[config.mk]
export PLATFORM = sky130hd
export DESIGN_NAME = rff_front
export DESIGN_NICKNAME = d
export VERILOG_FILES = /design/src/rtl/core/rff_pkg.sv /design/src/rtl/core/rff_front.sv
export SDC_FILE = /design/constraint.sdc
export NUM_CORES = 1
export LEC_CHECK = 0
export BUFFER_PORTS_ARGS = -buffer_cell sky130_fd_sc_hd__buf_2
export CAP_MARGIN = 20
export CORE_MARGIN = 4
export CORE_UTILIZATION = 55
export CTS_BUF_LIST = sky130_fd_sc_hd__clkbuf_4 sky130_fd_sc_hd__clkbuf_8 sky130_fd_sc_hd__clkbuf_16
export DETAILED_ROUTE_END_ITERATION = 6
export GPL_TIMING_DRIVEN = 0
export PLACE_DENSITY_LB_ADDON = 0.3
export SLEW_MARGIN = 10
export SYNTH_ARGS = -nofsm -noshare
export SYNTH_HDL_FRONTEND = slang
export SYNTH_SLANG_ARGS = --single-unit
[constraint.sdc]
create_clock -name clk -period 10.3 [get_ports clk]
set_input_delay 2.06 -clock clk [delete_from_list [all_inputs] [get_ports clk]]
set_output_delay 2.06 -clock clk [all_outputs]
set_load 0.005 [all_outputs]
[src/rtl/core/rff_pkg.sv]
// Shared types, widths, codes and the rounded fixed-point multiply for the
// relative permeability / fractional flow core. No dependencies.
package rff_pkg;

  localparam int FRAC_BITS = 15;
  localparam int FX_W      = FRAC_BITS + 1;
  localparam int VISC_W    = 16;
  localparam int VISC_FRAC = 8;
  localparam int MOB_W     = 24;
  localparam int PROD_W    = FX_W + VISC_W;
  localparam int DEN_W     = PROD_W + 1;
  localparam int MNUM_W    = FX_W + VISC_FRAC;
  localparam int CFG_IDX_W = 3;
  localparam int CFG_W     = 16;

  localparam logic [FX_W-1:0]     ONE     = FX_W'(1) << FRAC_BITS;
  localparam logic [2*FX_W-1:0]   HALF    = (2*FX_W)'(1) << (FRAC_BITS - 1);
  localparam logic [MOB_W-1:0]    MOB_MAX = {MOB_W{1'b1}};
  localparam logic [VISC_W-1:0]   VISC_ONE = VISC_W'(1) << VISC_FRAC;

  localparam logic [CFG_IDX_W-1:0] CFG_PERM_MODEL = 3'd0;
  localparam logic [CFG_IDX_W-1:0] CFG_RES_WATER  = 3'd1;
  localparam logic [CFG_IDX_W-1:0] CFG_RES_OIL    = 3'd2;
  localparam logic [CFG_IDX_W-1:0] CFG_VISC_WATER = 3'd3;
  localparam logic [CFG_IDX_W-1:0] CFG_VISC_OIL   = 3'd4;

  typedef enum logic [1:0] {
    MODEL_LINEAR  = 2'd0,
    MODEL_QUAD    = 2'd1,
    MODEL_COREY   = 2'd2,
    MODEL_QUARTIC = 2'd3
  } perm_model_t;

  typedef enum logic [1:0] {
    SE_ZERO = 2'd0,
    SE_ONE  = 2'd1,
    SE_DIV  = 2'd2
  } se_sel_t;

  typedef struct packed {
    perm_model_t        model;
    logic [FX_W-1:0]    rw;
    logic [FX_W-1:0]    ro;
    logic [VISC_W-1:0]  mw;
    logic [VISC_W-1:0]  mo;
  } cfg_t;

  typedef struct packed {
    perm_model_t     model;
    logic            clip;
    logic            undef;
    se_sel_t         se_sel;
    logic [FX_W-1:0] s;
    logic [FX_W-1:0] c;
    logic [FX_W-1:0] sq_s;
    logic [FX_W-1:0] sq_c;
    logic [FX_W-1:0] se_num;
    logic [FX_W-1:0] span;
  } front_t;

  typedef struct packed {
    logic [FX_W-1:0]   krw;
    logic [FX_W-1:0]   kro;
    logic [PROD_W-1:0] nw;
    logic [PROD_W-1:0] no;
    logic [MNUM_W-1:0] mnw;
    logic [MNUM_W-1:0] mno;
    logic              undef;
    logic              clip;
  } mid_t;

  typedef struct packed {
    logic [FX_W-1:0]   krw;
    logic [FX_W-1:0]   kro;
    logic [PROD_W-1:0] nw;
    logic              undef;
    logic              clip;
  } mobs_t;

  typedef struct packed {
    logic [FX_W-1:0] krw;
    logic [FX_W-1:0] kro;
  } kr_t;

  typedef struct packed {
    logic [MOB_W-1:0] mob;
    logic             undef;
    logic             clip;
  } tail_t;

  function automatic logic [FX_W-1:0] fx_mul(input logic [FX_W-1:0] a,
                                             input logic [FX_W-1:0] b);
    logic [2*FX_W-1:0] p;
    p = (2*FX_W)'(a) * (2*FX_W)'(b) + HALF;
    return p[FRAC_BITS +: FX_W];
  endfunction

endpackage

[src/rtl/core/rff_front.sv]
// Input stage: clamps the saturation, forms both squares and the
// normalized-saturation operands. Depends on rff_pkg.
module rff_front import rff_pkg::*; (
  input  logic            clk,
  input  logic            rst_n,
  input  logic            en,
  input  logic            in_valid,
  input  logic [FX_W-1:0] saturation,
  input  cfg_t            cfg,
  output logic            out_valid,
  output front_t          out_data
);

  logic              valid_r;
  front_t            data_r;
  front_t            data_nxt;
  logic [FX_W:0]     res_sum;
  logic [FX_W-1:0]   d;

  always_comb begin
    data_nxt       = '0;
    data_nxt.model = cfg.model;
    data_nxt.clip  = saturation > ONE;
    data_nxt.s     = data_nxt.clip ? ONE : saturation;
    data_nxt.c     = ONE - data_nxt.s;
    data_nxt.sq_s  = fx_mul(data_nxt.s, data_nxt.s);
    data_nxt.sq_c  = fx_mul(data_nxt.c, data_nxt.c);
    res_sum        = {1'b0, cfg.rw} + {1'b0, cfg.ro};
    d              = data_nxt.s - cfg.rw;
    data_nxt.undef = (cfg.model == MODEL_COREY) && (res_sum >= {1'b0, ONE});
    data_nxt.span  = ONE - res_sum[FX_W-1:0];
    data_nxt.se_num = d;
    if (data_nxt.s <= cfg.rw) begin
      data_nxt.se_sel = SE_ZERO;
    end else if (d >= data_nxt.span) begin
      data_nxt.se_sel = SE_ONE;
    end else begin
      data_nxt.se_sel = SE_DIV;
    end
  end

  always_ff @(posedge clk) begin
    if (!rst_n) begin
      valid_r <= 1'b0;
    end else if (en) begin
      valid_r <= in_valid;
    end
  end

  always_ff @(posedge clk) begin
    if (en) begin
      data_r <= data_nxt;
    end
  end

  assign out_valid = valid_r;
  assign out_data  = data_r;

endmodule

==> impl_metrics.ini <==
[synth]
synth_commonest_cells = inv_1 (549), fa_1 (329), ha_1 (256)
synth_compound_area_share_pct = 5.99
ys_types = 75
yosys-mux-area-fraction_pct = 0.0518
synth_area_leader_cell = fa_1
synth-xor-area-share_pct = 4.20
synthAdderAreaFrac_pct = 50.6
synthTopCellsByArea = fa_1 (34%), ha_1 (17%), edfxtp_1 (16%), inv_1 (11%), xnor2_1 (3.1%)
ys.flop_type = edfxtp_1
synth_async_sr_flop_share_pct = 0
yosys_warnings = 0
synth_edf_count = 101
synth_top_family_by_area = adder cells
synth_seq_cells = 102
yosysSeqAreaShare_pct = 15.8
yosysMostFrequentCell = inv_1
synth_simple_gate_area_share_pct = 11.6
avgSynthCellArea_um2 = 9.62
synthCells = 2011
syn-cell-area_um2 = 19300
synth_top_area_share_pct = 34.1

[placed_design]
port_buffers = 153
place_hpwl_um = 37400
post_dp_cell_area_um2 = 20800
place_congestion = 0.920

[grt]
grt_pass1_wl_um = 74000
grt_pass1_vias = 15100
grt_max_degree = 67
gr-usage-all-layers_pct = 24.2
antenna_found_initial = 5
grt-ovfl-total = 0

[layout]
num-fill-cells = 2906
post-route-util_pct = 61.3
fin_nets = 2877
final_area_um2 = 21200
regArea_um2 = 3050
multi_input_area_um2 = 14200
area_growth_pct = 9.73
drive_gt1_share_pct = 9.59

[setup_path]
r2r_slack_ns = 9.71
start_kind = input port
worstPathArrival_ns = 10.11
crit_required_ns = 10.43
crit_type = input port to flip-flop
cp-end-kind = flip-flop
crit_fanout = 12

[clock_network]
cts-root-buf = clkbuf_16
cts_made_buffers = 9
worstSkewPairLatency_ns = 0.39
clock_path_buffers = 2
htreeDepth = 3
path_clk_slew_ns = 0.08
clkSinkCount = 102
cts_tree = yes

[sta]
finalCriticalPeriod_ns = 9.98
hold_violations = 0
rsz0062_at_grt = false
fmax_mhz = 100
setup_viol = 0
post-route-period-util_pct = 96.9
slew_headroom_pct = 35.1
tns_ns = 0
slew_violations = 0
skew_ns = 0
fin_hold_ws_ns = 0.526
worst_slew_pin_slew_ns = 0.974

[drt]
drt_iter0_markers = 786
dr.pass1.iters = 5
drc = 0
vias = 14000
wirelength_um = 44200
postRouteAntennaNets = 0
avgRoutedWirePerCell_um = 16.6
routed_via_density = 5.27

[status]
status = finished, final reports clean

[power_and_ir_drop]
finalPower_mw = 5.69
p_sw_share_pct = 49.2
p_int_mw = 2.89
switchingPower_mw = 2.80
p_leak_nw = 11.1
power.share.sequential_pct = 13.8
ir_drop_v = 0.000310
power.density_nw_per_um2 = 268
power.clock.fraction_pct = 6.7
p_comb_share_pct = 79.4

[die]
ioPinCount = 189
initial_core_util_pct = 55.8
die-area_um2 = 38200
core_area_um2 = 34600
dieHeight_um = 196
rows = 68
die_w_um = 196

[flow_run]
max_cap_viol_count = 0

[min_path]
hp-class = flip-flop to flip-flop
[flip-flops by register name (all words and copies together) (netlist names)]
name       count
out_valid      1
out_data     101
[final timing paths]
kind             startpoint           end  depth (start not counted)
max          saturation[15]  out_data[47]                         28
min               out_valid     out_valid                          2
max reg2reg       out_valid     out_valid                          2
min reg2reg       out_valid     out_valid                          2
[logic make-up (layout without fill, tap and decap cells)]
kind of cell    count (synthesis)  count (layout)
mux                             1               1
buf+inv                       604             773
fa+ha+maj                     585             585
xor+xnor                       91              91
flops                         102             102
simple gates                  449             449
compound gates                177             177
other cells                     2              34
[area by class of cell]
type	count	area share, %
Antenna cell	1	0.0118
Timing Repair Buffer	156	3.86
Clock buffer	11	1.19
Multi-Input combinational cell	1336	66.8
Clock inverter	5	0.295
Sequential cell	102	14.4
Tap cell	455	2.68
Buffer	46	0.914
Inverter	555	9.84
[critical path, stage by stage]
cell and delay, ns:
buf_2 0.29, clkbuf_4 0.33, nor2b_2 0.11, clkbuf_4 0.23
inv_1 0.24, ha_1 0.34, o21ai_2 0.17, or3_1 0.37
a21o_1 0.32, clkinv_2 0.24, nand2_1 0.16, fa_1 0.58
fa_1 0.51, fa_1 0.56, inv_1 0.06, fa_1 0.46
fa_1 0.53, inv_1 0.05, fa_1 0.47, inv_1 0.04
ha_1 0.29, a211oi_1 0.28, and3_1 0.31, a21oi_1 0.15
a21oi_2 0.31, o21ai_0 0.20, o41ai_2 0.32, xnor2_1 0.10
[repair_timing]
item,4_1_cts,5_1_grt
buffers inserted,0,1
pin swaps,0,1
setup endpoints to repair,16,9
hold buffers,0,0
resized for setup,13,8
[per-layer routing]
| metal | global-route usage [%] | wire (µm) |
|---|---|---|
| met3 | 4.50 | 2790 |
| met4 | 8.02 | 1380 |
| met1 | 32.1 | 18300 |
| met5 | 0 | 45 |
| met2 | 40.5 | 21800 |
[cells in the final DEF (no fill, tap or decap), types with 6 or more instances in the layout]
cell type	instances
inv_1	549
fa_1	329
ha_1	256
buf_2	153
nand2_1	142
edfxtp_1	101
nor2_1	92
xnor2_1	67
and2_1	66
a21oi_1	50
clkbuf_1	37
o21ai_0	34
conb_1	33
nor3_1	31
nor2b_1	21
xor2_1	20
and3_1	17
nand2b_1	16
nand3_1	16
a21o_1	12
nand4_1	11
or3_1	10
o21a_1	9
clkbuf_16	9
o21bai_1	8
o211ai_1	8
a31oi_1	6
a211oi_1	6
[power by group through the flow]
stage,Combinational [mW],Clock [mW],Sequential (mW)
floorplan,3.31,0,0.811
global placement,4.23,0,0.798
detailed placement,4.41,0,0.798
CTS,4.50,0.395,0.791
global route,5.22,0.409,0.799
finish,4.52,0.382,0.788
[metrics by stage]
step / cells / setup slack, ns
finish: 2667 / 0.322
global route: 2667 / 0.0485
CTS: 2666 / 0.137
detailed placement: 2651 / -1.71
global placement: 2650 / -1.50
floorplan: 2042 / 0.731
Power figures use the tool's default switching activity.
