<file path="config.mk">
export PLATFORM = sky130hd
export DESIGN_NAME = rff_int_div
export DESIGN_NICKNAME = d
export VERILOG_FILES = /design/src/rtl/core/rff_pkg.sv /design/src/rtl/core/rff_int_div.sv
export SDC_FILE = /design/constraint.sdc
export NUM_CORES = 2
export LEC_CHECK = 0
export ABC_AREA = 0
export BUFFER_PORTS_ARGS = -buffer_cell sky130_fd_sc_hd__buf_2
export CELL_PAD_IN_SITES_DETAIL_PLACEMENT = 1
export CELL_PAD_IN_SITES_GLOBAL_PLACEMENT = 1
export CORE_MARGIN = 3
export CORE_UTILIZATION = 54
export CTS_CLUSTER_SIZE = 20
export DETAILED_ROUTE_END_ITERATION = 6
export PLACE_DENSITY_LB_ADDON = 0.08
export SETUP_SLACK_MARGIN = 0.5
export SYNTH_ARGS = -nofsm -noshare
export SYNTH_HDL_FRONTEND = slang
export SYNTH_SLANG_ARGS = --single-unit
</file>
<file path="constraint.sdc">
create_clock -name clk -period 3.4 [get_ports clk]
set_clock_uncertainty 0.2 [all_clocks]
set_input_delay 0.34 -clock clk [delete_from_list [all_inputs] [get_ports clk]]
set_output_delay 0.34 -clock clk [all_outputs]
set_load 0.02 [all_outputs]
</file>
<file path="src/rtl/core/rff_pkg.sv">
// Shared types, widths, codes and the rounded fixed-point multiply for the
// relative permeability / fractional flow core. No dependencies.
package rff_pkg;

  localparam int FRAC_BITS = 15;
  localparam int FX_W      = FRAC_BITS + 1;
  localparam int VISC_W    = 16;
  localparam int VISC_FRAC = 8;
  localparam int MOB_W     = 24;
  localparam int PROD_W    = FX_W + VISC_W;
  localparam int DEN_W     = PROD_W + 1;
  localparam int MNUM_W    = FX_W + VISC_FRAC;
  localparam int CFG_IDX_W = 3;
  localparam int CFG_W     = 16;

  localparam logic [FX_W-1:0]     ONE     = FX_W'(1) << FRAC_BITS;
  localparam logic [2*FX_W-1:0]   HALF    = (2*FX_W)'(1) << (FRAC_BITS - 1);
  localparam logic [MOB_W-1:0]    MOB_MAX = {MOB_W{1'b1}};
  localparam logic [VISC_W-1:0]   VISC_ONE = VISC_W'(1) << VISC_FRAC;

  localparam logic [CFG_IDX_W-1:0] CFG_PERM_MODEL = 3'd0;
  localparam logic [CFG_IDX_W-1:0] CFG_RES_WATER  = 3'd1;
  localparam logic [CFG_IDX_W-1:0] CFG_RES_OIL    = 3'd2;
  localparam logic [CFG_IDX_W-1:0] CFG_VISC_WATER = 3'd3;
  localparam logic [CFG_IDX_W-1:0] CFG_VISC_OIL   = 3'd4;

  typedef enum logic [1:0] {
    MODEL_LINEAR  = 2'd0,
    MODEL_QUAD    = 2'd1,
    MODEL_COREY   = 2'd2,
    MODEL_QUARTIC = 2'd3
  } perm_model_t;

  typedef enum logic [1:0] {
    SE_ZERO = 2'd0,
    SE_ONE  = 2'd1,
    SE_DIV  = 2'd2
  } se_sel_t;

  typedef struct packed {
    perm_model_t        model;
    logic [FX_W-1:0]    rw;
    logic [FX_W-1:0]    ro;
    logic [VISC_W-1:0]  mw;
    logic [VISC_W-1:0]  mo;
  } cfg_t;

  typedef struct packed {
    perm_model_t     model;
    logic            clip;
    logic            undef;
    se_sel_t         se_sel;
    logic [FX_W-1:0] s;
    logic [FX_W-1:0] c;
    logic [FX_W-1:0] sq_s;
    logic [FX_W-1:0] sq_c;
    logic [FX_W-1:0] se_num;
    logic [FX_W-1:0] span;
  } front_t;

  typedef struct packed {
    logic [FX_W-1:0]   krw;
    logic [FX_W-1:0]   kro;
    logic [PROD_W-1:0] nw;
    logic [PROD_W-1:0] no;
    logic [MNUM_W-1:0] mnw;
    logic [MNUM_W-1:0] mno;
    logic              undef;
    logic              clip;
  } mid_t;

  typedef struct packed {
    logic [FX_W-1:0]   krw;
    logic [FX_W-1:0]   kro;
    logic [PROD_W-1:0] nw;
    logic              undef;
    logic              clip;
  } mobs_t;

  typedef struct packed {
    logic [FX_W-1:0] krw;
    logic [FX_W-1:0] kro;
  } kr_t;

  typedef struct packed {
    logic [MOB_W-1:0] mob;
    logic             undef;
    logic             clip;
  } tail_t;

  function automatic logic [FX_W-1:0] fx_mul(input logic [FX_W-1:0] a,
                                             input logic [FX_W-1:0] b);
    logic [2*FX_W-1:0] p;
    p = (2*FX_W)'(a) * (2*FX_W)'(b) + HALF;
    return p[FRAC_BITS +: FX_W];
  endfunction

endpackage

</file>
<file path="src/rtl/core/rff_int_div.sv">
// Pipelined restoring integer divider, floor(num/den), one quotient bit
// per stage. Depends on rff_pkg.
module rff_int_div import rff_pkg::*; #(
  parameter int NW = MNUM_W,
  parameter int DW = VISC_W,
  parameter int SW = 1
) (
  input  logic          clk,
  input  logic          rst_n,
  input  logic          en,
  input  logic          in_valid,
  input  logic [NW-1:0] num,
  input  logic [DW-1:0] den,
  input  logic [SW-1:0] side,
  output logic          out_valid,
  output logic [NW-1:0] quo,
  output logic [SW-1:0] side_out
);

  localparam int N = NW;

  logic          v_r [N];
  logic [NW-1:0] q_r [N];
  logic [SW-1:0] s_r [N];
  logic [DW-1:0] r_r [N-1];
  logic [DW-1:0] d_r [N-1];
  logic [NW-1:0] n_r [N-1];

  for (genvar k = 0; k < N; k++) begin : g_stage
    logic [DW-1:0] rp;
    logic [DW-1:0] dp;
    logic [NW-1:0] qp;
    logic [NW-1:0] np;
    logic          vp;
    logic [SW-1:0] sp;
    logic [DW:0]   r2;
    logic [DW:0]   rs;
    logic          ge;

    if (k == 0) begin : g_src0
      assign rp = '0;
      assign dp = den;
      assign qp = '0;
      assign np = num;
      assign vp = in_valid;
      assign sp = side;
    end else begin : g_srcn
      assign rp = r_r[k-1];
      assign dp = d_r[k-1];
      assign qp = q_r[k-1];
      assign np = n_r[k-1];
      assign vp = v_r[k-1];
      assign sp = s_r[k-1];
    end

    always_comb begin
      r2 = {rp, np[NW-1-k]};
      rs = r2 - {1'b0, dp};
      ge = r2 >= {1'b0, dp};
    end

    always_ff @(posedge clk) begin
      if (en) begin
        q_r[k] <= {qp[NW-2:0], ge};
        s_r[k] <= sp;
      end
    end

    always_ff @(posedge clk) begin
      if (!rst_n) begin
        v_r[k] <= 1'b0;
      end else if (en) begin
        v_r[k] <= vp;
      end
    end

    if (k < N - 1) begin : g_carry
      always_ff @(posedge clk) begin
        if (en) begin
          r_r[k] <= ge ? rs[DW-1:0] : r2[DW-1:0];
          d_r[k] <= dp;
          n_r[k] <= np;
        end
      end
    end
  end

  assign out_valid = v_r[N-1];
  assign quo       = q_r[N-1];
  assign side_out  = s_r[N-1];

endmodule

</file>
==> impl_metrics.toml <==
[run_status]
status = "completed"

[clock_network]
cts_buffer_depth = 3
clock_latency_ns = 0.77
root_buffer = "clkbuf_16"
cts_tree = "built"
htreeDepth = 4
path_clk_slew_ns = 0.06
cts.sinks = 1360
numCtsBuffers = 145

[route]
first_iter_violations = 2763
drtPass1Iterations = 6
antenna_left = 0
dr_total_vias = 39979
drc = 0
viasPerCell = 5.85
wl_mm = 164
routedWlPerCell_um = 24.0

[global_route]
grt.overflow.total = 0
grt_antenna_before_repair = 1
grt_pass1_wl_mm = 234
grt_pass1_vias = 41603
grt_start_max_net_pins = 114
grt_usage_pct = 24.7

[sta]
worstMarginPinSlew_ns = 0.807
finalHoldViolations = 0
slew_headroom_pct = 46.2
fmax_mhz = 307
hold-worst-slack_ns = 0.0950
post-route-period-util_pct = 95.9
rsz0062_at_grt = "yes"
slew_viol_final = 0
period_needed_ns = 3.26
finalSetupViolCount = 0

[power_and_ir_drop]
vdd.ir_drop.worst_uv = 646
p_per_area_nw_per_um2 = 943
power.leakage_nw = 30.3

[synth]
syn_inst = 4559
yosys_warnings = 0
synthAdderAreaFrac_pct = 8.07
synth_top_area_share_pct = 65.0
synth_area_leaders = "edfxtp_1, ha_1, inv_1"
muxShareOfSynthArea_pct = 3.33
syn_area_per_cell_um2 = 13.8
synth_top_area_cell = "edfxtp_1"
ys_ff_latch = 1360
ys_types = 88
syn-num-nets = 4996
synth_xor_area_share_pct = 3.29
syn-cell-area_um2 = 62800
synth-simple-area-share_pct = 7.07
ys_seq_area_share_pct = 65.0
synth_edf_count = 1359
synth_compound_area_share_pct = 9.95
async_flop_share_pct = 0
ys.flop_type = "edfxtp_1"
synth_top_family_by_area = "compound AO/OA/AOI/OAI gates"

[die]
dieWidth_um = 347
rows = 124
core_um2 = 115000
die-height_um = 347
floorplan.initialDensity_pct = 54.7
io_pins = 71
fp.dieArea_um2 = 120000

[critical_path]
end_kind = "register"
worstPathRequired_ns = 3.71
critPathLaunchType = "register"
cp_max_fo = 4
critical_path_arrival_ns = 3.57
critPathKind = "reg2reg"

[final_layout]
nets = 5654
final_common_cell = "edfxtp_1"
final_cell_mix = "edfxtp_1, inv_1, buf_4, ha_1, nand2_1"
drive_gt1_share_pct = 27.5
diodes = 0
syn_to_final_growth_pct = 24.2
final_util_pct = 67.9

[worst_hold_path]
hold_class = "in2reg"

[placement]
portBuffers = 70
place.gp.congestion = 0.839
dp_hpwl_mm = 95.7

[job]
max_cap_viol_count = 0
==> cells in the mapped netlist (35+ instances only) <==
library cell and instances:
nor2_1 234, inv_1 463, mux2_2 146, a21oi_1 256
o21ai_0 218, xnor2_1 144, xor2_1 92, edfxtp_1 1359
o31ai_1 35, nor3_1 71, nand2b_1 52, and3_1 47
nand3_1 46, ha_1 370, nand2_1 226, nor2b_1 57
a21o_1 93, nand4_1 58, o21a_1 85
==> final timing paths <==
kind | cells after the start | to | slack, ns | start
min reg2reg | 0 | n_r[13][1]$_DFFE_PP_ | 0.21 | n_r[12][1]$_DFFE_PP_
max reg2reg | 11 | r_r[0][37]$_DFFE_PP_ | 0.14 | d_r[0][17]$_DFFE_PP_
max | 11 | r_r[0][37]$_DFFE_PP_ | 0.14 | d_r[0][17]$_DFFE_PP_
min | 2 | n_r[0][4]$_DFFE_PP_ | 0.1 | num[4]
==> power by group <==
part	internal (mW)	switching [mW]	total, mW
clock	9.14	6.64	15.8
combinational	15.6	16.6	32.2
sequential	23.1	2.37	25.5
total	47.9	25.6	73.5
==> registers in the layout, summed over array words and instances, names as in the netlist <==
name and count:
d_r 368, r_r 368, q_r 300, n_r 276
s_r 24, v_r 24
==> cell type report <==
type,count,area (um2)
tap,1512,1890
clock inverter,84,893
clock buffer,172,3790
fill,10445,36800
sequential,1360,40800
multi-input combinational,2679,23500
inverter,463,1740
timing repair buffer,568,5330
==> cells by family (layout without fill, tap and decap cells) <==
| family | count (synthesis) | count (layout) |
|---|---|---|
| fa+ha+maj | 392 | 392 |
| compound gates | 957 | 959 |
| flops | 1360 | 1360 |
| xor+xnor | 236 | 236 |
| mux | 186 | 186 |
| simple gates | 904 | 906 |
| buf+inv | 524 | 1287 |
==> per-layer routing <==
metal / up-vias / global-route usage, % / part of all wire [%]
met4: 0 / 7.77 / 3.8
met2: 933 / 45.3 / 53
met5: - / 0 / 0
met1: 20264 / 30.3 / 40
met3: 386 / 3.28 / 3.4
li1: 18396 / - / -
==> timing repair <==
| item | CTS | global route |
|---|---|---|
| hold buffers | 45 | 0 |
| pin swaps | 136 | 186 |
| setup endpoints to repair | 360 | 363 |
| gates resized for setup | 399 | 480 |
| setup buffers | 171 | 154 |
| gates cloned | 14 | 14 |
| hold endpoints to repair | 117 | 0 |
==> critical path, stage by stage, from the launching register on <==
cell	delay, ns
edfxtp_1	0.43
inv_2	0.09
ha_4	0.20
nor2b_4	0.12
o31a_1	0.29
o31ai_4	0.35
nand3_2	0.15
a221oi_4	0.27
o211ai_2	0.15
o2bb2ai_4	0.26
clkbuf_16	0.20
mux2_4	0.29
==> metrics by stage <==
stage                     setup TNS (ns)  power [mW]  cells  worst slack (ns)  area (um2)
after floorplan                        0        41.3   4559             0.372       62900
after global routing                   0        77.3   6838            0.0594       78000
final                                  0        73.5   6838             0.139       78000
after detailed placement           -1.94        48.1   6184            -0.161       66000
after CTS                              0        68.3   6670             0.248       74600
after global placement           -0.0150        47.0   6184          -0.00245       66000
Note: power is estimated with default switching activity, not from simulation.
