<file path="src/rtl/core/rff_pkg.sv">
// Shared types, widths, codes and the rounded fixed-point multiply for the
// relative permeability / fractional flow core. No dependencies.
package rff_pkg;

  localparam int FRAC_BITS = 15;
  localparam int FX_W      = FRAC_BITS + 1;
  localparam int VISC_W    = 16;
  localparam int VISC_FRAC = 8;
  localparam int MOB_W     = 24;
  localparam int PROD_W    = FX_W + VISC_W;
  localparam int DEN_W     = PROD_W + 1;
  localparam int MNUM_W    = FX_W + VISC_FRAC;
  localparam int CFG_IDX_W = 3;
  localparam int CFG_W     = 16;

  localparam logic [FX_W-1:0]     ONE     = FX_W'(1) << FRAC_BITS;
  localparam logic [2*FX_W-1:0]   HALF    = (2*FX_W)'(1) << (FRAC_BITS - 1);
  localparam logic [MOB_W-1:0]    MOB_MAX = {MOB_W{1'b1}};
  localparam logic [VISC_W-1:0]   VISC_ONE = VISC_W'(1) << VISC_FRAC;

  localparam logic [CFG_IDX_W-1:0] CFG_PERM_MODEL = 3'd0;
  localparam logic [CFG_IDX_W-1:0] CFG_RES_WATER  = 3'd1;
  localparam logic [CFG_IDX_W-1:0] CFG_RES_OIL    = 3'd2;
  localparam logic [CFG_IDX_W-1:0] CFG_VISC_WATER = 3'd3;
  localparam logic [CFG_IDX_W-1:0] CFG_VISC_OIL   = 3'd4;

  typedef enum logic [1:0] {
    MODEL_LINEAR  = 2'd0,
    MODEL_QUAD    = 2'd1,
    MODEL_COREY   = 2'd2,
    MODEL_QUARTIC = 2'd3
  } perm_model_t;

  typedef enum logic [1:0] {
    SE_ZERO = 2'd0,
    SE_ONE  = 2'd1,
    SE_DIV  = 2'd2
  } se_sel_t;

  typedef struct packed {
    perm_model_t        model;
    logic [FX_W-1:0]    rw;
    logic [FX_W-1:0]    ro;
    logic [VISC_W-1:0]  mw;
    logic [VISC_W-1:0]  mo;
  } cfg_t;

  typedef struct packed {
    perm_model_t     model;
    logic            clip;
    logic            undef;
    se_sel_t         se_sel;
    logic [FX_W-1:0] s;
    logic [FX_W-1:0] c;
    logic [FX_W-1:0] sq_s;
    logic [FX_W-1:0] sq_c;
    logic [FX_W-1:0] se_num;
    logic [FX_W-1:0] span;
  } front_t;

  typedef struct packed {
    logic [FX_W-1:0]   krw;
    logic [FX_W-1:0]   kro;
    logic [PROD_W-1:0] nw;
    logic [PROD_W-1:0] no;
    logic [MNUM_W-1:0] mnw;
    logic [MNUM_W-1:0] mno;
    logic              undef;
    logic              clip;
  } mid_t;

  typedef struct packed {
    logic [FX_W-1:0]   krw;
    logic [FX_W-1:0]   kro;
    logic [PROD_W-1:0] nw;
    logic              undef;
    logic              clip;
  } mobs_t;

  typedef struct packed {
    logic [FX_W-1:0] krw;
    logic [FX_W-1:0] kro;
  } kr_t;

  typedef struct packed {
    logic [MOB_W-1:0] mob;
    logic             undef;
    logic             clip;
  } tail_t;

  function automatic logic [FX_W-1:0] fx_mul(input logic [FX_W-1:0] a,
                                             input logic [FX_W-1:0] b);
    logic [2*FX_W-1:0] p;
    p = (2*FX_W)'(a) * (2*FX_W)'(b) + HALF;
    return p[FRAC_BITS +: FX_W];
  endfunction

endpackage

</file>
<file path="src/rtl/core/rff_ratio_div.sv">
// Pipelined rounded fraction divider, num <= den, one quotient bit per
// stage plus a rounding stage. Depends on rff_pkg.
module rff_ratio_div import rff_pkg::*; #(
  parameter int DW = FX_W,
  parameter int SW = 1
) (
  input  logic            clk,
  input  logic            rst_n,
  input  logic            en,
  input  logic            in_valid,
  input  logic [DW-1:0]   num,
  input  logic [DW-1:0]   den,
  input  logic [SW-1:0]   side,
  output logic            out_valid,
  output logic [FX_W-1:0] quo,
  output logic [SW-1:0]   side_out
);

  localparam int N = FRAC_BITS + 2;

  logic            v_r [N];
  logic [FX_W-1:0] q_r [N];
  logic [SW-1:0]   s_r [N];
  logic [DW-1:0]   r_r [N-1];
  logic [DW-1:0]   d_r [N-1];

  for (genvar k = 0; k < N; k++) begin : g_stage
    logic [DW:0]     r2;
    logic [DW:0]     rs;
    logic            ge;
    logic [FX_W-1:0] q_nxt;
    logic [DW-1:0]   r_nxt;

    if (k == 0) begin : g_first
      always_comb begin
        r2    = {1'b0, num};
        rs    = r2 - {1'b0, den};
        ge    = r2 >= {1'b0, den};
        r_nxt = ge ? rs[DW-1:0] : r2[DW-1:0];
        q_nxt = FX_W'(ge);
      end
      always_ff @(posedge clk) begin
        if (en) begin
          r_r[k] <= r_nxt;
          d_r[k] <= den;
          q_r[k] <= q_nxt;
          s_r[k] <= side;
        end
      end
      always_ff @(posedge clk) begin
        if (!rst_n) begin
          v_r[k] <= 1'b0;
        end else if (en) begin
          v_r[k] <= in_valid;
        end
      end
    end else if (k < N - 1) begin : g_mid
      always_comb begin
        r2    = {r_r[k-1], 1'b0};
        rs    = r2 - {1'b0, d_r[k-1]};
        ge    = r2 >= {1'b0, d_r[k-1]};
        r_nxt = ge ? rs[DW-1:0] : r2[DW-1:0];
        q_nxt = {q_r[k-1][FX_W-2:0], ge};
      end
      always_ff @(posedge clk) begin
        if (en) begin
          r_r[k] <= r_nxt;
          d_r[k] <= d_r[k-1];
          q_r[k] <= q_nxt;
          s_r[k] <= s_r[k-1];
        end
      end
      always_ff @(posedge clk) begin
        if (!rst_n) begin
          v_r[k] <= 1'b0;
        end else if (en) begin
          v_r[k] <= v_r[k-1];
        end
      end
    end else begin : g_round
      always_comb begin
        r2    = {r_r[k-1], 1'b0};
        rs    = '0;
        ge    = r2 >= {1'b0, d_r[k-1]};
        r_nxt = '0;
        q_nxt = q_r[k-1] + FX_W'(ge);
      end
      always_ff @(posedge clk) begin
        if (en) begin
          q_r[k] <= q_nxt;
          s_r[k] <= s_r[k-1];
        end
      end
      always_ff @(posedge clk) begin
        if (!rst_n) begin
          v_r[k] <= 1'b0;
        end else if (en) begin
          v_r[k] <= v_r[k-1];
        end
      end
    end
  end

  assign out_valid = v_r[N-1];
  assign quo       = q_r[N-1];
  assign side_out  = s_r[N-1];

endmodule

</file>
<file path="config.mk">
export PLATFORM = sky130hd
export DESIGN_NAME = rff_ratio_div
export DESIGN_NICKNAME = d
export VERILOG_FILES = /design/src/rtl/core/rff_pkg.sv /design/src/rtl/core/rff_ratio_div.sv
export SDC_FILE = /design/constraint.sdc
export NUM_CORES = 1
export LEC_CHECK = 0
export ABC_AREA = 1
export BUFFER_PORTS_ARGS = -buffer_cell sky130_fd_sc_hd__buf_4
export CAP_MARGIN = 20
export CORE_MARGIN = 1.5
export CORE_UTILIZATION = 40
export CTS_CLUSTER_DIAMETER = 80
export DETAILED_ROUTE_END_ITERATION = 6
export GPL_ROUTABILITY_DRIVEN = 0
export GPL_TIMING_DRIVEN = 1
export PLACE_DENSITY = 0.68
export SYNTH_ARGS = -nofsm -noshare
export SYNTH_HDL_FRONTEND = slang
export SYNTH_SLANG_ARGS = --single-unit
export TNS_END_PERCENT = 20
</file>
<file path="constraint.sdc">
create_clock -name clk -period 2.3 [get_ports clk]
set_input_delay 0.23 -clock clk [delete_from_list [all_inputs] [get_ports clk]]
set_output_delay 0.23 -clock clk [all_outputs]
set_load 0.01 [all_outputs]
</file>
==> impl_metrics.csv <==
group,metric,value,unit
outcome,outcome,"complete, but fails checks",
outcome,violations,"DRC, setup timing",
synthesis,synth_cell_types,44,
grt,grt_max_degree,115,
sta,hold_ws,0.3197,ns
worst_setup_path,crit_start,"r_r[7][27]",
clock_network,clockRootBuffer,"clkbuf_16",
worst_setup_path,critPathMaxFanout,3,
synthesis,syn-mean-instance-area,8.466,um2
clock_network,cts_buffers,76,
synthesis,synth_top_area_cell,"edfxtp_1",
place,port_buffers,54,
synthesis,async_flop_share,0,%
power_and_ir_drop,swShare,40.41,%
synthesis,synth_edf_count,697,
worst_setup_path,ff2ff_setup_slack,-0.15,ns
power_and_ir_drop,power_frac_comb,44.6,%
grt,grt_antenna_before_repair,1,
sta,min_period_over_period,106.4,%
synthesis,yosysWarnings,0,
die,dieWidth,328.8,um
routing,wl,95590,um
worst_setup_path,slowest_delay,0.37,ns
routing,via_per_inst,4.780,
die,fp.dieH,328.8,um
power_and_ir_drop,p_int,35.13,mW
finish,finish.net_count,5568,
power_and_ir_drop,leakagePower,23.59,nW
worst_setup_path,crit_arrival,2.82,ns
grt,grt_usage,17.60,%
synthesis,synthTopCellsByCount,"nand2_1, inv_1, edfxtp_1",
grt,grt_pass1_vias,30417,
finish,final_core_util,46.04,%
sta,relSlewSlack,57.38,%
sta,setup_slack,-0.1464,ns
finish,drive_above_1_share,9.298,%
finish,antenna-diode-count,0,
routing,drt-wirelength-per-cell,14.28,um
die,io_pins,55,
job,cap_violations,0,
synthesis,synth-seq-cells,698,
synthesis,yosysMostFrequentCell,"nand2_1",
worst_setup_path,cp-start-kind,"flop",
synthesis,ys_seq_area_share,49.35,%
synthesis,netlist_instances,5015,
finish,area_growth,14.15,%
sta,max_slew.worst_pin.slew,0.6378,ns
worst_setup_path,crit_required,2.67,ns
min_path,min_to,"d_r[0][13]",
sta,final.setup.tns,-0.7149,ns
clock_network,clock_path_buffers,3,
power_and_ir_drop,p_seq_share,34.1,%
worst_setup_path,critPathCaptureType,"flop",
power_and_ir_drop,ir_worst_vdd,0.6173,mV
routing,drc_errors,6,
clock_network,cts_sinks,698,
clock_network,tritoncts,"done",
sta,layout_min_cycle_time,2.446,ns
clock_network,clk_latency,0.64,ns
sta,slew_viol_final,0,
clock_network,htreeDepth,3,
sta,max_freq,408.8,MHz
sta,finalSetupViolations,10,
die,rows,119,
synthesis,post-synth-top-area-fraction,49.30,%
sta,hold_violations,0,
grt,grt_pass1_wl,153800,um
power_and_ir_drop,powerDensity,1217,nW/um2
routing,postRouteAntennaNets,0,
power_and_ir_drop,clockPowerShare,21.3,%
synthesis,yosys-top-cells-area,"edfxtp_1, nand2_1, inv_1",
worst_setup_path,critPathSlowestCell,"edfxtp_1",
sta,rsz0062_at_grt,"yes",
die,start_util,40.33,%
min_path,hp-class,"input port to flop",
synthesis,syn_area,42460,um2
clock_network,path_clk_slew,0.06,ns
worst_setup_path,path_class,"flop to flop",
routing,vias,31995,
worst_setup_path,rr_worst_depth,14,
min_path,hold_path_depth,2,
grt,overflow,0,
worst_setup_path,r2r_start,"r_r[7][27]",
synthesis,ys.flop_type,"edfxtp_1",
worst_setup_path,path_cells,"ha_1 > nand2_1 > inv_1 > nand3_2 > nor2_4 > nand4_1 > nand3_4 > ha_4 > nand2_4 > nor2_4 > nand3_4 > buf_4 > nor4_4 > xor2_1",
sta,skew,0.02739,ns
worst_setup_path,r2r_end,"q_r[1][14]",
synthesis,syn_nets,5341,
power_and_ir_drop,p_sw,23.83,mW
routing,first_pass_iters,7,
die,core,105300,um2
place,hpwl,73770,um
min_path,hold_start,"den[13]",
die,dieArea,108100,um2
routing,drt_iter0_drc,2636,
metal layers:
metal  track usage, %  wire (um)  vias up
li1                 -          -    16443
met1            23.42      43660    14649
met2            29.20      44440      733
met3            2.364       4305      168
met4            6.552       3168        2
met5                0         13        -
critical path: cells and delay by family (launching register included):
kind	cells	cell delay, ns
adders and majority gates	2	0.47
xor gates and xnor gates	1	0.11
buffers and inverters	2	0.23
DFF	1	0.37
and+or+nand+nor	9	0.98
worst max-delay path by stage:
stage / endpoint / slack, ns / cells after the start
CTS: q_r[1][12] / -0.12 / 13
finish: q_r[1][14] / -0.15 / 14
detailed placement: q_r[1][12] / -0.29 / 15
global route: q_r[1][14] / -0.25 / 12
floorplan: q_r[1][12] / 0.01 / 15
global placement: q_r[1][12] / -0.28 / 15
registers in the layout, summed over array words and instances (netlist names):
register	cells
r_r	256
q_r	152
v_r	17
d_r	256
s_r	17
final cells by class:
cell class                 count  area, um2
clock buffer                  81       1921
clock inverter                57      681.9
fill                        9791      56810
inverter                     954       3603
multi-input combinational   3326      17880
sequential                   698      20950
tap                         1391       1740
timing repair buffer         186       1685
power by group through the flow:
stage                     clock network, mW  registers [mW]  logic [mW]
after detailed placement                  0            20.3        25.4
after CTS                              12.9            20.1        25.6
after floorplan                           0            19.4        19.5
final                                  12.5            20.1        26.3
after global routing                   13.4            20.3        30.0
after global placement                    0            20.3        24.9
placed cells by master (no fill, tap or decap), drive strengths merged, types with 2 or more instances in the layout:
cell type,instances
nand3,291
nor4,2
xnor2,34
nand4,82
buf,150
o21bai,14
and2,39
clkbuf,81
inv,961
edfxtp,697
or2,29
clkinvlp,8
nor3,46
nor2,289
fa,16
bufinv,10
a21oi,134
xor2,77
ha,273
dlygate4sd3,36
clkinv,32
o21ai,29
nand2,1898
nand3b,70
through the flow:
stage | power, mW | instances | instance area, um2 | setup slack [ns]
after floorplan | 38.94 | 5015 | 42460 | 0.01239
after global placement | 45.12 | 6510 | 45070 | -0.2827
after detailed placement | 45.66 | 6510 | 45070 | -0.2910
after CTS | 58.57 | 6685 | 48120 | -0.1162
after global routing | 63.67 | 6693 | 48460 | -0.2498
final | 58.96 | 6693 | 48460 | -0.1464
kinds of logic (layout without fill, tap and decap cells):
| logic type | after synthesis | in the layout | share of synthesized area, % |
|---|---|---|---|
| flip-flops | 698 | 698 | 49.35 |
| XOR/XNOR | 111 | 111 | 2.290 |
| AND/OR/NAND/NOR | 2747 | 2747 | 27.90 |
| adder cells (fa/ha/maj) | 289 | 289 | 8.800 |
| buffers and inverters | 991 | 1278 | 9.345 |
| AO/OA/AOI/OAI | 179 | 179 | 2.319 |
repair_timing:
item                                    CTS  global route
gates cloned                              0             0
resized for setup                        17            50
endpoints found under the setup margin   11           140
pin swaps                                 7            12
hold buffers                             36             0
hold endpoints to repair                 41             0
setup buffers                             1             8
(Power assumes the default switching activity.)
