==> config.mk <==
export PLATFORM = sky130hd
export DESIGN_NAME = rff_perm
export DESIGN_NICKNAME = d
export VERILOG_FILES = /design/src/rtl/core/rff_pkg.sv /design/src/rtl/core/rff_perm.sv
export SDC_FILE = /design/constraint.sdc
export NUM_CORES = 2
export LEC_CHECK = 0
export BUFFER_PORTS_ARGS = -buffer_cell sky130_fd_sc_hd__buf_2
export CAP_MARGIN = 20
export CORE_ASPECT_RATIO = 0.7
export CORE_MARGIN = 1
export CORE_UTILIZATION = 40
export CTS_CLUSTER_DIAMETER = 40
export DETAILED_ROUTE_END_ITERATION = 10
export HOLD_SLACK_MARGIN = 0.12
export PLACE_DENSITY = 0.56
export REMOVE_ABC_BUFFERS = 1
export SLEW_MARGIN = 30
export SYNTH_ARGS = -nofsm -noshare
export SYNTH_HDL_FRONTEND = slang
export SYNTH_SLANG_ARGS = --single-unit
==> constraint.sdc <==
create_clock -name clk -period 18.68 [get_ports clk]
set_clock_uncertainty 0.15 [all_clocks]
set_input_delay 3.736 -clock clk [delete_from_list [all_inputs] [get_ports clk]]
set_output_delay 3.736 -clock clk [all_outputs]
set_load 0.03 [all_outputs]
==> src/rtl/core/rff_pkg.sv <==
// Shared types, widths, codes and the rounded fixed-point multiply for the
// relative permeability / fractional flow core. No dependencies.
package rff_pkg;

  localparam int FRAC_BITS = 15;
  localparam int FX_W      = FRAC_BITS + 1;
  localparam int VISC_W    = 16;
  localparam int VISC_FRAC = 8;
  localparam int MOB_W     = 24;
  localparam int PROD_W    = FX_W + VISC_W;
  localparam int DEN_W     = PROD_W + 1;
  localparam int MNUM_W    = FX_W + VISC_FRAC;
  localparam int CFG_IDX_W = 3;
  localparam int CFG_W     = 16;

  localparam logic [FX_W-1:0]     ONE     = FX_W'(1) << FRAC_BITS;
  localparam logic [2*FX_W-1:0]   HALF    = (2*FX_W)'(1) << (FRAC_BITS - 1);
  localparam logic [MOB_W-1:0]    MOB_MAX = {MOB_W{1'b1}};
  localparam logic [VISC_W-1:0]   VISC_ONE = VISC_W'(1) << VISC_FRAC;

  localparam logic [CFG_IDX_W-1:0] CFG_PERM_MODEL = 3'd0;
  localparam logic [CFG_IDX_W-1:0] CFG_RES_WATER  = 3'd1;
  localparam logic [CFG_IDX_W-1:0] CFG_RES_OIL    = 3'd2;
  localparam logic [CFG_IDX_W-1:0] CFG_VISC_WATER = 3'd3;
  localparam logic [CFG_IDX_W-1:0] CFG_VISC_OIL   = 3'd4;

  typedef enum logic [1:0] {
    MODEL_LINEAR  = 2'd0,
    MODEL_QUAD    = 2'd1,
    MODEL_COREY   = 2'd2,
    MODEL_QUARTIC = 2'd3
  } perm_model_t;

  typedef enum logic [1:0] {
    SE_ZERO = 2'd0,
    SE_ONE  = 2'd1,
    SE_DIV  = 2'd2
  } se_sel_t;

  typedef struct packed {
    perm_model_t        model;
    logic [FX_W-1:0]    rw;
    logic [FX_W-1:0]    ro;
    logic [VISC_W-1:0]  mw;
    logic [VISC_W-1:0]  mo;
  } cfg_t;

  typedef struct packed {
    perm_model_t     model;
    logic            clip;
    logic            undef;
    se_sel_t         se_sel;
    logic [FX_W-1:0] s;
    logic [FX_W-1:0] c;
    logic [FX_W-1:0] sq_s;
    logic [FX_W-1:0] sq_c;
    logic [FX_W-1:0] se_num;
    logic [FX_W-1:0] span;
  } front_t;

  typedef struct packed {
    logic [FX_W-1:0]   krw;
    logic [FX_W-1:0]   kro;
    logic [PROD_W-1:0] nw;
    logic [PROD_W-1:0] no;
    logic [MNUM_W-1:0] mnw;
    logic [MNUM_W-1:0] mno;
    logic              undef;
    logic              clip;
  } mid_t;

  typedef struct packed {
    logic [FX_W-1:0]   krw;
    logic [FX_W-1:0]   kro;
    logic [PROD_W-1:0] nw;
    logic              undef;
    logic              clip;
  } mobs_t;

  typedef struct packed {
    logic [FX_W-1:0] krw;
    logic [FX_W-1:0] kro;
  } kr_t;

  typedef struct packed {
    logic [MOB_W-1:0] mob;
    logic             undef;
    logic             clip;
  } tail_t;

  function automatic logic [FX_W-1:0] fx_mul(input logic [FX_W-1:0] a,
                                             input logic [FX_W-1:0] b);
    logic [2*FX_W-1:0] p;
    p = (2*FX_W)'(a) * (2*FX_W)'(b) + HALF;
    return p[FRAC_BITS +: FX_W];
  endfunction

endpackage

==> src/rtl/core/rff_perm.sv <==
// Two stages: model select and final squares for the permeabilities, then
// the viscosity products and mobility numerators. Depends on rff_pkg.
module rff_perm import rff_pkg::*; (
  input  logic              clk,
  input  logic              rst_n,
  input  logic              en,
  input  logic              in_valid,
  input  logic [FX_W-1:0]   se_q,
  input  front_t            f,
  input  logic [VISC_W-1:0] mw,
  input  logic [VISC_W-1:0] mo,
  output logic              out_valid,
  output mid_t              out_data
);

  logic            v1_r;
  logic [FX_W-1:0] krw_r;
  logic [FX_W-1:0] kro_r;
  logic            undef_r;
  logic            clip_r;
  logic [FX_W-1:0] krw_nxt;
  logic [FX_W-1:0] kro_nxt;
  logic [FX_W-1:0] se;
  logic [FX_W-1:0] x;
  logic [FX_W-1:0] y1;
  logic [FX_W-1:0] y2;
  logic [FX_W-1:0] pa;
  logic [FX_W-1:0] pb;
  logic            v2_r;
  mid_t            mid_r;
  mid_t            mid_nxt;

  always_comb begin
    case (f.se_sel)
      SE_ZERO: se = '0;
      SE_ONE:  se = ONE;
      default: se = se_q;
    endcase
    if (f.model == MODEL_COREY) begin
      x  = se;
      y1 = ONE - se;
      y2 = ONE - se;
    end else begin
      x  = f.sq_s;
      y1 = f.sq_c;
      y2 = ONE - f.sq_s;
    end
    pa = fx_mul(x, x);
    pb = fx_mul(y1, y2);
    case (f.model)
      MODEL_LINEAR: begin
        krw_nxt = f.s;
        kro_nxt = f.c;
      end
      MODEL_QUAD: begin
        krw_nxt = f.sq_s;
        kro_nxt = f.sq_c;
      end
      MODEL_COREY: begin
        krw_nxt = f.undef ? '0 : pa;
        kro_nxt = f.undef ? '0 : pb;
      end
      default: begin
        krw_nxt = pa;
        kro_nxt = pb;
      end
    endcase
  end

  always_comb begin
    mid_nxt       = '0;
    mid_nxt.krw   = krw_r;
    mid_nxt.kro   = kro_r;
    mid_nxt.nw    = PROD_W'(krw_r) * PROD_W'(mo);
    mid_nxt.no    = PROD_W'(kro_r) * PROD_W'(mw);
    mid_nxt.mnw   = {krw_r, {VISC_FRAC{1'b0}}} + MNUM_W'(mw >> 1);
    mid_nxt.mno   = {kro_r, {VISC_FRAC{1'b0}}} + MNUM_W'(mo >> 1);
    mid_nxt.undef = undef_r;
    mid_nxt.clip  = clip_r;
  end

  always_ff @(posedge clk) begin
    if (!rst_n) begin
      v1_r <= 1'b0;
      v2_r <= 1'b0;
    end else if (en) begin
      v1_r <= in_valid;
      v2_r <= v1_r;
    end
  end

  always_ff @(posedge clk) begin
    if (en) begin
      krw_r   <= krw_nxt;
      kro_r   <= kro_nxt;
      undef_r <= f.undef;
      clip_r  <= f.clip;
      mid_r   <= mid_nxt;
    end
  end

  assign out_valid = v2_r;
  assign out_data  = mid_r;

endmodule

==> run summary <==
The run finished with clean final reports. The first routing iteration left 2119 violations. The die covers 99670 um^2. For the number of global-route vias before repair, the log shows 29850. The final critical path time including I/O delays and setup works out to 12740 ps. Setup repair after global routing left no endpoint under its margin. The synthesized area was 39360 um^2; the global placement routability congestion was 0.9463. The number of enable flip-flop cells after synthesis was 180; the final-layout setup total negative slack was 0 ps. Post-route DRC violation count: 0. A synthesized cell averages 9.321 um^2. The horizontal die dimension came out at 376.9 um. The maximum single-stage delay on the critical path was 630 ps.

The buffer count from post-CTS setup fixing was 0; the final worst-path setup slack was 5935 ps. The relative slew slack came out at 33.18%. The required arrival time at the worst endpoint was 18750 ps. The flip-flop and latch count after synthesis is 182. The global-route wire length before repair was 175800 um; the area added between synthesis and finish was 8.905%. For the detailed-router iteration count before antenna repair, the log shows 6. Of all nets on the critical path, the largest fanout is 57. Number of nets still failing antenna checks after routing: 0.

Ranked by total cell area, the synthesized netlist is headed by sky130_fd_sc_hd__fa_1 (38%), sky130_fd_sc_hd__ha_1 (14%), sky130_fd_sc_hd__edfxtp_1 (14%), sky130_fd_sc_hd__inv_1 (9.3%), sky130_fd_sc_hd__nand2_1 (5.6%). In this run the worst setup path begins at f[100]. The setup slack after placement was 5568 ps; the net total in the final layout was 5752. The site row count was 95.

The number of gates resized after CTS was 0. Using the TritonRoute via totals, the vias-per-cell ratio works out to 5.023. The placeable core area came out at 96760 um^2. The worst setup path category is input pin to register.

After clock tree synthesis, the clock-pin slew on the worst setup and hold paths is 100 ps. For this run, the leading register cell type out of synthesis is sky130_fd_sc_hd__edfxtp_1. Once the floorplan was initialized, standard cells occupied 40.68% of the core. In this run the deepest clock path goes through 2 buffers. The finished layout cell area was 42860 um^2; the largest net degree at the start of global routing was 126. The critical path buffer and inverter count was 6.

Summing all placed instances gives a cell area of 42170 um^2. Clock tree synthesis found a total of 182 sinks. The post-route netlist has 8.599% of its cells at a drive strength greater than 1. The tool flagged a number of max-cap violations equal to 0. At the pin with the least slew margin, the transition time is 1002 ps.

The overall global routing resource usage is 23.15%. For the final number of max-transition violations, the log shows 0. Setup violations remaining at the end of the flow were counted as 0.

The sequential share of the synthesized area was 13.84%. The total via count in the routed design came out at 28840. The cell seen most often among critical-path stages is sky130_fd_sc_hd__fa_1. Of all flip-flops after synthesis, the portion carrying an async set or reset was 0%. The type of the most critical hold path is register to register.

The maximum clock rate is 78.46 MHz. In the final routed layout, each cell accounts on average for 19.45 um. The distinct cell type count after synthesis was 76.

Buffers placed on the I/O ports in this run total 268. The area share of the leading cell type in the synthesized netlist was 38.00%. After detailed routing, the total wire length is 111600 um. Summed over all nets, the half-perimeter wirelength after detailed placement is 91170 um. Remaining global-route overflow: 0.

For this run, the number of Yosys warnings is 0. The launching point of the worst reg2reg path was krw_r[10]. The final critical path takes up 68.23% of the cycle. TritonCTS created 17 clock buffers.

The run gives 4 as the number of levels the H-tree was split into. STA classifies the critical path startpoint as an input pin. TritonCTS built the clock tree. On the critical path the largest part of the delay comes from adder cells. The number of endpoints with negative hold slack in the final report is 0. In the synthesized netlist, the number of instances is 4222. In the synthesized netlist, the cells that appear most often are sky130_fd_sc_hd__inv_1 (973), sky130_fd_sc_hd__fa_1 (747), sky130_fd_sc_hd__nand2_1 (591). The vertical die dimension is 264.4 um.

The most used standard cell by instance count after synthesis was sky130_fd_sc_hd__inv_1. The run gives 12820 ps as the arrival time at the worst endpoint. The library cell contributing the largest single delay on the critical path was sky130_fd_sc_hd__nand2_1. The startpoint identified for the worst hold timing path is undef_r. During I/O placement, the number of pins put on the boundary was 301. The tools report the root buffer cell as sky130_fd_sc_hd__clkbuf_16.

The number of buffers added to fix hold violations after cts was 0. The tools report the endpoint class of the critical path as a register. Clock latency on the worst-skew pair, taken at its later pin, is 500 ps. The largest area contributor in the netlist was sky130_fd_sc_hd__fa_1.

The number of antenna violations at the first check in global routing came out at 2.
cells by family (layout without fill, tap and decap cells):
kind of cell	after synthesis	count (layout)	share of synthesized area [%]
buffers and inverters	1118	1327	10.73
and+or+nand+nor	1205	1205	13.71
adders and majority gates	1180	1180	51.76
DFF	182	182	13.84
xor gates and xnor gates	134	134	3.001
AOI/OAI and AO/OA	368	368	6.066
other	0	1	0
muxes	35	35	0.8902
registers in the layout (all words and copies together), names as in the netlist:
signal	count
out_data	146
undef_r	1
krw_r	16
v1_r	1
out_valid	1
clip_r	1
kro_r	16
per-layer routing:
layer | GRT usage (%) | part of all wire, % | vias to the layer above
met5 | 0 | 0 | -
met4 | 3.867 | 1.3 | 0
met3 | 4.392 | 8.4 | 88
met2 | 32.99 | 40 | 1031
met1 | 36.41 | 50 | 14410
li1 | - | - | 13310
worst register-to-register path: stages, from the launching register on:
cell                        delay, ps
sky130_fd_sc_hd__edfxtp_1         330
sky130_fd_sc_hd__buf_4            310
sky130_fd_sc_hd__nand2_1          150
sky130_fd_sc_hd__fa_1             560
sky130_fd_sc_hd__inv_1             60
sky130_fd_sc_hd__fa_1             530
sky130_fd_sc_hd__inv_1             50
sky130_fd_sc_hd__fa_1             480
sky130_fd_sc_hd__fa_1             570
sky130_fd_sc_hd__inv_1             50
sky130_fd_sc_hd__fa_1             470
sky130_fd_sc_hd__inv_1             50
sky130_fd_sc_hd__fa_1             470
sky130_fd_sc_hd__inv_1             40
sky130_fd_sc_hd__ha_1             320
sky130_fd_sc_hd__a21oi_1          290
sky130_fd_sc_hd__nor2b_1          230
sky130_fd_sc_hd__o21ai_0          150
sky130_fd_sc_hd__a2111oi_1        800
sky130_fd_sc_hd__o21ai_0          270
sky130_fd_sc_hd__a21oi_1          310
sky130_fd_sc_hd__o21bai_1         120
sky130_fd_sc_hd__xor2_1           160
layout by cell type, fill, tap and decap left out, types with 22 or more instances in the layout:
cell type,n
sky130_fd_sc_hd__o21a_1,22
sky130_fd_sc_hd__nand3_1,25
sky130_fd_sc_hd__mux2i_1,35
sky130_fd_sc_hd__inv_1,973
sky130_fd_sc_hd__buf_4,46
sky130_fd_sc_hd__o21ai_0,53
sky130_fd_sc_hd__and2_1,206
sky130_fd_sc_hd__nand2_1,591
sky130_fd_sc_hd__fa_1,747
sky130_fd_sc_hd__a21oi_1,104
sky130_fd_sc_hd__o22ai_1,25
sky130_fd_sc_hd__xor2_1,44
sky130_fd_sc_hd__xnor2_1,89
sky130_fd_sc_hd__edfxtp_1,180
sky130_fd_sc_hd__nor2_1,259
sky130_fd_sc_hd__buf_2,267
sky130_fd_sc_hd__ha_1,433
sky130_fd_sc_hd__a21o_1,40
sky130_fd_sc_hd__o21bai_1,22
worst paths after layout:
check / slack [ps] / to / cells after the start
worst min register to register: 270 / out_data[1] / 0
worst min-delay path: 270 / out_data[1] / 0
worst max register to register: 11520 / out_data[104] / 22
worst max-delay path: 5940 / kro_r[12] / 27
through the flow:
stage | hold WS [ps] | cells | util, %
2_1_floorplan | 250.3 | 4083 | -
3_3_place_gp | 256.7 | 5706 | 43.58
3_5_place_dp | 254.5 | 5706 | 43.58
4_1_cts | 273.0 | 5738 | 44.24
5_1_grt | 286.3 | 5741 | 44.30
6_report | 271.9 | 5741 | 44.30
layout make-up:
cell class              count  area [um^2]
diodes                      1        2.502
multi-input cells        2922        29720
clock buffers              17        425.4
inverters                 979         3675
fillers                  9634        53900
flip-flops and latches    182         5445
well taps                1309         1638
repair buffers            316         1739
clock inverters            15        211.5
Power is not shown: default switching activity piles up to over one toggle a cycle in this logic, so the estimate is an artifact.
